`src/rtl/hiit_pkg.sv`:
```
// Shared constants, codes and command/status types of the identity interning table.
package hiit_pkg;

   // Sizes of the index and the record store.
   localparam int INDEX_ENTRIES = 1024;
   localparam int MAX_RECORDS   = 512;
   localparam int IDX_W         = $clog2(INDEX_ENTRIES);
   localparam int REC_AW        = $clog2(MAX_RECORDS);
   localparam int CNT_W         = $clog2(MAX_RECORDS + 1);

   // Field widths.
   localparam int SLOT_W   = 10;
   localparam int KIND_W   = 4;
   localparam int NAME_W   = 32;
   localparam int FP_W     = 32;
   localparam int REC_W    = NAME_W + SLOT_W + KIND_W;
   localparam int HASH_W   = 64;
   localparam int HALF_W   = HASH_W / 2;
   localparam int PAD_W    = HASH_W - NAME_W - SLOT_W - KIND_W;

   // Hash constants.
   localparam logic [HASH_W-1:0] MIX_A    = 64'hbf58476d1ce4e5b9;
   localparam logic [HASH_W-1:0] MIX_B    = 64'h94d049bb133111eb;
   localparam logic [HASH_W-1:0] KIND_MUL = 64'h9e3779b97f4a7c15;

   // Special slots and kinds.
   localparam logic [SLOT_W-1:0] NO_SLOT     = SLOT_W'(0);
   localparam logic [SLOT_W-1:0] ROOT_SLOT   = SLOT_W'(1);
   localparam logic [SLOT_W-1:0] FIRST_LOCAL = SLOT_W'(2);
   localparam logic [KIND_W-1:0] ROOT_KIND   = KIND_W'(0);

   typedef enum logic [1:0] {
      ST_OK        = 2'd0,
      ST_NOT_FOUND = 2'd1,
      ST_INVALID   = 2'd2,
      ST_FULL      = 2'd3
   } status_type;

   typedef enum logic [1:0] {
      MUL_LO   = 2'd0,
      MUL_HI_A = 2'd1,
      MUL_HI_B = 2'd2
   } mul_phase_type;

   typedef enum logic [3:0] {
      S_CLEAR,
      S_IDLE,
      S_MA0,
      S_MA1,
      S_MA2,
      S_MID,
      S_MB0,
      S_MB1,
      S_MB2,
      S_HASH,
      S_CHECK,
      S_PROBE_RD,
      S_PROBE_CHK,
      S_REC_CHK,
      S_MISS,
      S_RESP
   } state_type;

   // Commands from the controller to the datapath.
   typedef struct packed {
      logic          accept;
      logic          mul_en;
      mul_phase_type mul_phase;
      logic          mul_sel_b;
      logic          load_mid;
      logic          load_hash;
      logic          probe_rd;
      logic          rec_rd;
      logic          advance;
      logic          note_free;
      logic          set_hit;
      logic          insert;
      logic          clr_step;
      logic          rsp_load;
      status_type    rsp_status;
   } hiit_cmd_type;

   // Status from the datapath to the controller.
   typedef struct packed {
      logic clr_last;
      logic req_invalid;
      logic op_resolve;
      logic slot_empty;
      logic fp_cand;
      logic rec_match;
      logic probes_last;
      logic store_full;
      logic have_free;
      logic out_free;
   } hiit_sts_type;

endpackage

```
`src/rtl/hiit_ctrl.sv`:
```
// Controller: sequences clearing, hashing, the probe walk, insertion and the response.
module hiit_ctrl (
   input  logic                   clock,
   input  logic                   reset,
   input  logic                   req_valid,
   output logic                   req_ready,
   input  hiit_pkg::hiit_sts_type sts,
   output hiit_pkg::hiit_cmd_type cmd
);
   import hiit_pkg::*;

   state_type  state_ff, state_in;
   status_type res_status_ff, res_status_in;

   // Next state and the status of the word being built.
   always_comb begin
      state_in      = state_ff;
      res_status_in = res_status_ff;
      unique case (state_ff)
         S_CLEAR: begin
            if (sts.clr_last) state_in = S_IDLE;
         end
         S_IDLE: begin
            if (req_valid) state_in = S_MA0;
         end
         S_MA0:  state_in = S_MA1;
         S_MA1:  state_in = S_MA2;
         S_MA2:  state_in = S_MID;
         S_MID:  state_in = S_MB0;
         S_MB0:  state_in = S_MB1;
         S_MB1:  state_in = S_MB2;
         S_MB2:  state_in = S_HASH;
         S_HASH: state_in = S_CHECK;
         S_CHECK: begin
            if (sts.req_invalid) begin
               res_status_in = ST_INVALID;
               state_in      = S_RESP;
            end else begin
               state_in = S_PROBE_RD;
            end
         end
         S_PROBE_RD: state_in = S_PROBE_CHK;
         S_PROBE_CHK: begin
            priority if (sts.slot_empty) begin
               state_in = S_MISS;
            end else if (sts.fp_cand) begin
               state_in = S_REC_CHK;
            end else if (sts.probes_last) begin
               state_in = S_MISS;
            end else begin
               state_in = S_PROBE_RD;
            end
         end
         S_REC_CHK: begin
            priority if (sts.rec_match) begin
               res_status_in = ST_OK;
               state_in      = S_RESP;
            end else if (sts.probes_last) begin
               state_in = S_MISS;
            end else begin
               state_in = S_PROBE_RD;
            end
         end
         S_MISS: begin
            priority if (!sts.op_resolve) begin
               res_status_in = ST_NOT_FOUND;
            end else if (sts.store_full || !sts.have_free) begin
               res_status_in = ST_FULL;
            end else begin
               res_status_in = ST_OK;
            end
            state_in = S_RESP;
         end
         S_RESP: begin
            if (sts.out_free) state_in = S_IDLE;
         end
      endcase
   end

   // Commands for the current state.
   always_comb begin
      cmd            = '0;
      cmd.mul_phase  = MUL_LO;
      cmd.rsp_status = res_status_ff;
      req_ready      = 1'b0;
      unique case (state_ff)
         S_CLEAR: cmd.clr_step = 1'b1;
         S_IDLE: begin
            req_ready  = 1'b1;
            cmd.accept = req_valid;
         end
         S_MA0: cmd.mul_en = 1'b1;
         S_MA1: begin
            cmd.mul_en    = 1'b1;
            cmd.mul_phase = MUL_HI_A;
         end
         S_MA2: begin
            cmd.mul_en    = 1'b1;
            cmd.mul_phase = MUL_HI_B;
         end
         S_MID: cmd.load_mid = 1'b1;
         S_MB0: begin
            cmd.mul_en    = 1'b1;
            cmd.mul_sel_b = 1'b1;
         end
         S_MB1: begin
            cmd.mul_en    = 1'b1;
            cmd.mul_sel_b = 1'b1;
            cmd.mul_phase = MUL_HI_A;
         end
         S_MB2: begin
            cmd.mul_en    = 1'b1;
            cmd.mul_sel_b = 1'b1;
            cmd.mul_phase = MUL_HI_B;
         end
         S_HASH:     cmd.load_hash = 1'b1;
         S_CHECK:    ;
         S_PROBE_RD: cmd.probe_rd = 1'b1;
         S_PROBE_CHK: begin
            priority if (sts.slot_empty) begin
               cmd.note_free = 1'b1;
            end else if (sts.fp_cand) begin
               cmd.rec_rd = 1'b1;
            end else begin
               cmd.advance = 1'b1;
            end
         end
         S_REC_CHK: begin
            if (sts.rec_match) begin
               cmd.set_hit = 1'b1;
            end else begin
               cmd.advance = 1'b1;
            end
         end
         S_MISS: begin
            cmd.insert = sts.op_resolve && !sts.store_full && sts.have_free;
         end
         S_RESP: cmd.rsp_load = sts.out_free;
      endcase
   end

   // State registers.
   always_ff @(posedge clock) begin
      if (reset) begin
         state_ff      <= S_CLEAR;
         res_status_ff <= ST_OK;
      end else begin
         state_ff      <= state_in;
         res_status_ff <= res_status_in;
      end
   end

endmodule

```
`config.mk`:
```
export PLATFORM = sky130hd
export DESIGN_NAME = hiit_ctrl
export DESIGN_NICKNAME = d
export VERILOG_FILES = /design/src/rtl/hiit_pkg.sv /design/src/rtl/hiit_ctrl.sv
export SDC_FILE = /design/constraint.sdc
export NUM_CORES = 1
export LEC_CHECK = 0
export BUFFER_PORTS_ARGS = -buffer_cell sky130_fd_sc_hd__buf_2
export CAP_MARGIN = 10
export CORE_MARGIN = 2
export CORE_UTILIZATION = 35
export DETAILED_ROUTE_END_ITERATION = 10
export PLACE_DENSITY = 0.64
export SLEW_MARGIN = 0
export SYNTH_ARGS = -nofsm -noshare
export SYNTH_HDL_FRONTEND = slang
export SYNTH_SLANG_ARGS = --single-unit
```
`constraint.sdc`:
```
create_clock -name clock -period 1.63 [get_ports clock]
set_input_delay 0.163 -clock clock [delete_from_list [all_inputs] [get_ports clock]]
set_output_delay 0.163 -clock clock [all_outputs]
set_load 0.01 [all_outputs]
```
==> load_flow_metrics.sql, run 1 <==
INSERT INTO impl_metrics (metric_group, metric, value, unit) VALUES
('run_status', 'status', 'complete, no violations', ''),
('detailed_routing', 'remaining_drc_errors', '0', ''),
('timing', 'finalHoldViolations', '0', ''),
('clocking', 'htree_depth', '1', ''),
('critical_path', 'critical_path.reg2reg.startpoint', 'state_ff[1]', ''),
('grt', 'pin_count_of_the_biggest_net_entering_global_routing', '15', ''),
('place', 'dpl_cell_area', '816', 'sq um'),
('yosys', 'yosys.cell_types.count', '35', ''),
('cells_and_area', 'num-nets-final', '138', ''),
('hold_path', 'holdCritStartpoint', 'reset', ''),
('timing', 'final_min_period_over_clock_period', '0.948', ''),
('grt', 'grt_pass1_vias', '651', ''),
('critical_path', 'worst-path-max-fanout', '12', ''),
('timing', 'final_period_demand_of_the_worst_path', '1.54', 'ns'),
('cells_and_area', 'layout_commonest_cell', 'sky130_fd_sc_hd__buf_2', ''),
('run', 'max_cap_violations', '0', ''),
('detailed_routing', 'via_count_normalized_by_instance_count', '5.26', ''),
('cells_and_area', 'drive_gt1_frac', '0.439', ''),
('place', 'gp_congestion', '0.781', ''),
('floorplan', 'effective_utilization_at_floorplan', '0.374', ''),
('power', 'power_density', '474', 'nW/um^2'),
('grt', 'grt_util_all_layers', '0.176', ''),
('timing', 'tightestPinTransition', '0.325', 'ns'),
('floorplan', 'io_pins', '31', ''),
('detailed_routing', 'detail-route-antenna-nets', '0', ''),
('critical_path', 'critical_path_arrival', '1.38', 'ns'),
('detailed_routing', 'wire_per_inst', '11.9', 'um'),
('timing', 'worst_slew_margin_rel', '0.781', ''),
('cells_and_area', 'insertedDiodeCount', '0', ''),
('timing', 'clock-skew-final', '0.000679', 'ns'),
('cells_and_area', 'area_growth', '32.2', '%'),
('hold_path', 'hold_path_class', 'primary input to register', ''),
('critical_path', 'crit_path_start', 'state_ff[0]', ''),
('clocking', 'clockBufferDepth', '2', ''),
('clocking', 'clkLatencyLatePin', '0.24', 'ns'),
('place', 'pre_cts_ws', '0.0765', 'ns'),
('timing', 'achievable_freq', '647', 'MHz'),
('cells_and_area', 'final_core_utilization', '0.494', ''),
('floorplan', 'die_width', '47.0', 'um'),
('clocking', 'clock-sinks', '6', ''),
('grt', 'gr-total-overflow', '0', ''),
('critical_path', 'r2r_cells', '3', ''),
('cells_and_area', 'layout.cells.most_common_list', '30 x sky130_fd_sc_hd__buf_2, 11 x sky130_fd_sc_hd__nand2_1, 9 x sky130_fd_sc_hd__nor2_1, 8 x sky130_fd_sc_hd__nor3_1, 7 x sky130_fd_sc_hd__buf_4', ''),
('hold_path', 'whs_path_depth', '2', ''),
('clocking', 'cts_inserted_buffers', '3', ''),
('critical_path', 'worst_r2r_endpoint', 'state_ff[0]', ''),
('floorplan', 'core_area', '1730', 'sq um'),
('clocking', 'clk_root_buffer_cell', 'sky130_fd_sc_hd__clkbuf_4', ''),
('yosys', 'post_synth_inst_count', '90', ''),
('critical_path', 'criticalPathCategory', 'register to output pin', ''),
('yosys', 'synth_sequential_area_ratio', '0.186', ''),
('hold_path', 'hold_end', 'state_ff[0]', ''),
('detailed_routing', 'num_vias', '779', ''),
('timing', 'maxSlewViolCount', '0', ''),
('yosys', 'synth.cell_area', '646', 'sq um'),
('timing', 'setup-violations-final', '0', ''),
('detailed_routing', 'drt_pass1_iterations', '4', ''),
('timing', 'holdWs', '0.156', 'ns'),
('clocking', 'tritoncts', 'done', ''),
('critical_path', 'critPathRequiredTime', '1.47', 'ns'),
('critical_path', 'critical_path.endpoint_type', 'output pin', ''),
('timing', 'totalNegativeSetupSlack', '0', 'ns'),
('place', 'detailedPlacementHpwl', '1330', 'um'),
('power', 'peakVddDrop', '0.000306', 'V'),
('grt', 'grt_pass1_wl', '2790', 'um'),
('floorplan', 'die_span_y', '47.0', 'um'),
('yosys', 'mappedNetlistNets', '103', ''),
('critical_path', 'timing.critical_path.from_type', 'register', ''),
('timing', 'fin_ws', '0.0855', 'ns'),
('yosys', 'synthesis.yosys.warnings', '0', ''),
('power', 'power_leakage', '0.000392', 'uW');
## cells by family (layout without fill, tap and decap cells)
logic type	count (synthesis)	after routing	synth area share
AND/OR/NAND/NOR	53	53	0.471
XOR/XNOR	1	1	0.0136
AO/OA/AOI/OAI	20	20	0.213
buffers and inverters	10	43	0.116
flip-flops	6	6	0.186
## report_power, final
part / total (uW) / internal, uW / switching (uW)
logic: 104 / 54.7 / 49.2
registers: 161 / 150 / 11.5
clock network: 139 / 83.4 / 55.6
total: 404 / 288 / 116
## how the worst max path moves through the flow
| stage | to |
|---|---|
| 4_1_cts | cmd[16] |
| 3_5_place_dp | state_ff[0] |
| 5_1_grt | cmd[2] |
| 6_report | cmd[16] |
| 3_3_place_gp | state_ff[0] |
| 2_1_floorplan | cmd[16] |
## registers in the layout, summed over array words and instances, names as in the netlist
register	cells
state_ff	4
res_status_ff	2
## cell usage after synthesis (all sizes together)
library cell	count	area, sq um
o21ai	5	25.0
and2b	4	35.0
xnor2	1	8.76
clkbuf	2	17.5
and3	2	12.5
nand3b	1	7.51
or3	2	12.5
or2b	2	16.3
nand2b	3	18.8
nor3	9	45.0
nor2b	3	18.8
a311o	1	10.0
nand3	2	10.0
o31ai	1	7.51
a21oi	5	25.0
o32a	2	21.3
a31oi	3	18.8
nand2	11	41.3
buf	5	46.3
inv	3	11.3
and2	1	6.26
nand4	1	6.26
or2	1	6.26
a311oi	1	15.0
nand4bb	1	27.5
a2bb2oi	1	8.76
dfxtp	6	120
nor2	9	33.8
nor4	1	6.26
o22ai	1	6.26
## area by class of cell
class                      count  area, sq um  area share
multi-input combinational     74          455       0.534
timing repair buffer          37          203       0.238
sequential                     6          130       0.152
tap                           25         31.3      0.0367
clock buffer                   3         22.5      0.0264
inverter                       3         11.3      0.0132
## through the flow
stage,power [uW],cells
global route,425,148
global placement,265,145
CTS,408,148
finish,404,148
detailed placement,267,145
floorplan,232,90
## worst max-delay path, stage by stage, from the launching register on
cell and delay (ns):
sky130_fd_sc_hd__dfxtp_4 0.40, sky130_fd_sc_hd__or2b_2 0.34, sky130_fd_sc_hd__nor3_2 0.13, sky130_fd_sc_hd__and2_1 0.15, sky130_fd_sc_hd__buf_2 0.13
## routing by layer
| metal | track usage | wire, um |
|---|---|---|
| met1 | 0.220 | 814 |
| met2 | 0.304 | 843 |
| met3 | 0.0500 | 105 |
| met4 | 0.0333 | 0 |
| met5 | 0 | 0 |
## repair_timing
action | 4_1_cts | 5_1_grt
pin swaps | 0 | 0
cloned | 0 | 0
setup endpoints to repair | 8 | 2
hold buffers | 0 | 0
resized for setup | 5 | 2
Note: power is estimated with default switching activity, not from simulation.
==> inputs of run 2 (changes only) <==
CTS_BUF_LIST = sky130_fd_sc_hd__clkbuf_16   (was not set)
==> run 2 against run 1 <==
  * Die area unchanged
  * Fmax down 0.32%
  * Final area up 6.2%
  * Sequential share of layout area down 1.2 points
  * Combinational power about the same
  * Register-to-register slack worse by 0.03 ns
  * Worst hold slack better by 0.016 ns
  * Non-clock buffer count unchanged
  * Clock power rose to 2.9 times the previous value
  * Final cell count unchanged
  * Setup slack worse by 0.0050 ns
  * Critical path type unchanged
==> load_flow_metrics.sql, run 2 (synthesized netlist as in run 1, its figures left out) <==
INSERT INTO impl_metrics (metric_group, metric, value, unit) VALUES
('floorplan', 'die_span_y', '47.0', 'um'),
('cells_and_area', 'registers_with_the_highest_flip_flop_counts', 'state_ff: 4 flops, res_status_ff: 2 flops', ''),
('grt', 'grt_pass1_vias', '659', ''),
('critical_path', 'critPathTopFamily', 'simple AND/OR/NAND/NOR gates', ''),
('critical_path', 'worst-path-max-fanout', '14', ''),
('critical_path', 'critical-path-slowest-cell', 'sky130_fd_sc_hd__dfxtp_2', ''),
('critical_path', 'cpPeakStageDelay', '0.40', 'ns'),
('grt', 'antenna_violations_before_repair', '0', ''),
('cells_and_area', 'layout_commonest_cell', 'sky130_fd_sc_hd__buf_2', ''),
('power', 'seq_power_share', '0.247', ''),
('floorplan', 'die-area', '2200', 'sq um'),
('clocking', 'tritoncts', 'done', ''),
('critical_path', 'critical_path.endpoint_type', 'output pin', ''),
('grt', 'gr-total-overflow', '0', ''),
('power', 'power.net_switching', '144', 'uW'),
('detailed_routing', 'num_vias', '771', ''),
('run_status', 'status', 'complete, no violations', ''),
('timing', 'achievable_freq', '645', 'MHz'),
('critical_path', 'critical_path_arrival', '1.39', 'ns'),
('cells_and_area', 'layout.cells.most_common_list', '30 x sky130_fd_sc_hd__buf_2, 10 x sky130_fd_sc_hd__nand2_1, 9 x sky130_fd_sc_hd__nor2_1, 8 x sky130_fd_sc_hd__nor3_1, 7 x sky130_fd_sc_hd__buf_4', ''),
('run', 'max_cap_violations', '0', ''),
('detailed_routing', 'remaining_drc_errors', '0', ''),
('clocking', 'clk_root_buffer_cell', 'sky130_fd_sc_hd__clkbuf_16', ''),
('critical_path', 'critPathRequiredTime', '1.47', 'ns'),
('critical_path', 'critPathBufInv', '1', ''),
('grt', 'grt_util_all_layers', '0.180', ''),
('detailed_routing', 'drt-total-wl', '1810', 'um'),
('hold_path', 'hold_path_class', 'primary input to register', ''),
('cells_and_area', 'layout.area.seq', '128', 'sq um'),
('timing', 'final_period_demand_of_the_worst_path', '1.55', 'ns'),
('clocking', 'clkLatencyLatePin', '0.23', 'ns'),
('clocking', 'clockBufferDepth', '2', ''),
('cells_and_area', 'drive_gt1_frac', '0.447', ''),
('clocking', 'clk_transition_reported_paths', '0.03', 'ns'),
('detailed_routing', 'via_count_normalized_by_instance_count', '5.21', ''),
('critical_path', 'crit_chain', 'or2b_2, nor3_2, and2_1, buf_2', ''),
('clocking', 'hold_buffers', '0', ''),
('floorplan', 'effective_utilization_at_floorplan', '0.374', ''),
('timing', 'finalHoldViolations', '0', ''),
('power', 'power_density', '735', 'nW/um^2'),
('timing', 'worst_slew_margin_rel', '0.781', ''),
('cells_and_area', 'largest_register_ff_count', '4', ''),
('critical_path', 'criticalPathCategory', 'register to output pin', ''),
('cells_and_area', 'insertedDiodeCount', '0', ''),
('clocking', 'htree_depth', '1', ''),
('timing', 'rsz0062_at_grt', 'no', ''),
('cells_and_area', 'num-nets-final', '138', ''),
('power', 'power.combinational.fraction', '0.157', ''),
('cells_and_area', 'multi_input_area', '458', 'sq um'),
('cells_and_area', 'regMostFlops', 'state_ff', ''),
('clocking', 'clock-sinks', '6', ''),
('timing', 'tightestPinTransition', '0.326', 'ns'),
('place', 'io_port_bufs', '30', ''),
('detailed_routing', 'detail-route-antenna-nets', '0', ''),
('timing', 'setup-violations-final', '0', ''),
('cells_and_area', 'nFillCells', '175', ''),
('detailed_routing', 'drt_pass1_iterations', '4', ''),
('floorplan', 'core_area', '1730', 'sq um'),
('grt', 'grt_pass1_wl', '2820', 'um'),
('place', 'gp_congestion', '0.781', ''),
('power', 'power_leakage', '0.000416', 'uW'),
('timing', 'maxSlewViolCount', '0', ''),
('grt', 'pin_count_of_the_biggest_net_entering_global_routing', '15', ''),
('cells_and_area', 'area_growth', '40.3', '%'),
('timing', 'clock-skew-final', '0.000565', 'ns'),
('detailed_routing', 'first_iter_violations', '12', ''),
('power', 'p_sw_frac', '0.217', ''),
('timing', 'totalNegativeSetupSlack', '0', 'ns'),
('floorplan', 'io_pins', '31', ''),
('power', 'clkPwrFrac', '0.596', ''),
('detailed_routing', 'wire_per_inst', '12.2', 'um'),
('clocking', 'cts_inserted_buffers', '3', ''),
('floorplan', 'die_width', '47.0', 'um'),
('place', 'detailedPlacementHpwl', '1330', 'um'),
('timing', 'final_min_period_over_clock_period', '0.951', ''),
('timing', 'holdWs', '0.172', 'ns'),
('critical_path', 'timing.reg2reg.setup_slack', '0.28', 'ns'),
('power', 'peakVddDrop', '0.000557', 'V'),
('floorplan', 'std_cell_rows', '15', ''),
('critical_path', 'timing.critical_path.from_type', 'register', ''),
('power', 'internal_power', '522', 'uW');
run 2: cell count changes in the layout (fill, tap and decap cells not counted):
| cell | delta |
|---|---|
| sky130_fd_sc_hd__dfxtp_4 | -1 |
| sky130_fd_sc_hd__nand2_1 | -1 |
| sky130_fd_sc_hd__nand2_2 | +1 |
| sky130_fd_sc_hd__clkbuf_4 | -3 |
| sky130_fd_sc_hd__clkbuf_16 | +3 |
| sky130_fd_sc_hd__dfxtp_2 | +1 |
run 2: metal layers:
metal / GRT usage / routed length [um] / vias up / part of all wire
met4: 0.0333 / 14 / 0 / 0.0077
met1: 0.225 / 853 / 356 / 0.47
met2: 0.304 / 842 / 27 / 0.46
li1: - / - / 386 / -
met5: 0 / 0 / - / 0
met3: 0.0615 / 100 / 2 / 0.055
run 2: what timing repair did:
action	4_1_cts	5_1_grt
resized for setup	4	3
buffers inserted	0	0
setup endpoints to repair	6	2
run 2: area by class of cell:
| type | instances | share of cell area |
|---|---|---|
| Tap cell | 25 | 0.0345 |
| Sequential cell | 6 | 0.141 |
| Clock buffer | 3 | 0.0829 |
| Multi-Input combinational cell | 74 | 0.506 |
| Timing Repair Buffer | 37 | 0.224 |
| Inverter | 3 | 0.0124 |
run 2: final timing paths:
kind	cells after the start	to	from
setup / recovery	4	cmd[16]	state_ff[2]
hold / removal	2	state_ff[0]	reset
hold reg to reg	2	res_status_ff[0]	res_status_ff[0]
setup reg to reg	3	state_ff[0]	state_ff[2]
run 2: power groups by stage:
stage / sequential, uW / clock, uW / combinational [uW]
2_1_floorplan: 155 / 0 / 76.9
3_3_place_gp: 164 / 0 / 101
3_5_place_dp: 165 / 0 / 102
4_1_cts: 163 / 398 / 104
5_1_grt: 165 / 410 / 115
6_report: 165 / 397 / 105
run 2: metrics by stage:
stage | total power [uW] | instances | cell area, sq um | util | setup WS, ns
2_1_floorplan | 232 | 90 | 646 | - | 0.204
3_3_place_gp | 265 | 145 | 816 | 0.472 | 0.113
3_5_place_dp | 267 | 145 | 816 | 0.472 | 0.0765
4_1_cts | 665 | 148 | 896 | 0.519 | 0.00734
5_1_grt | 690 | 148 | 906 | 0.525 | 0.0110
6_report | 666 | 148 | 906 | 0.525 | 0.0805
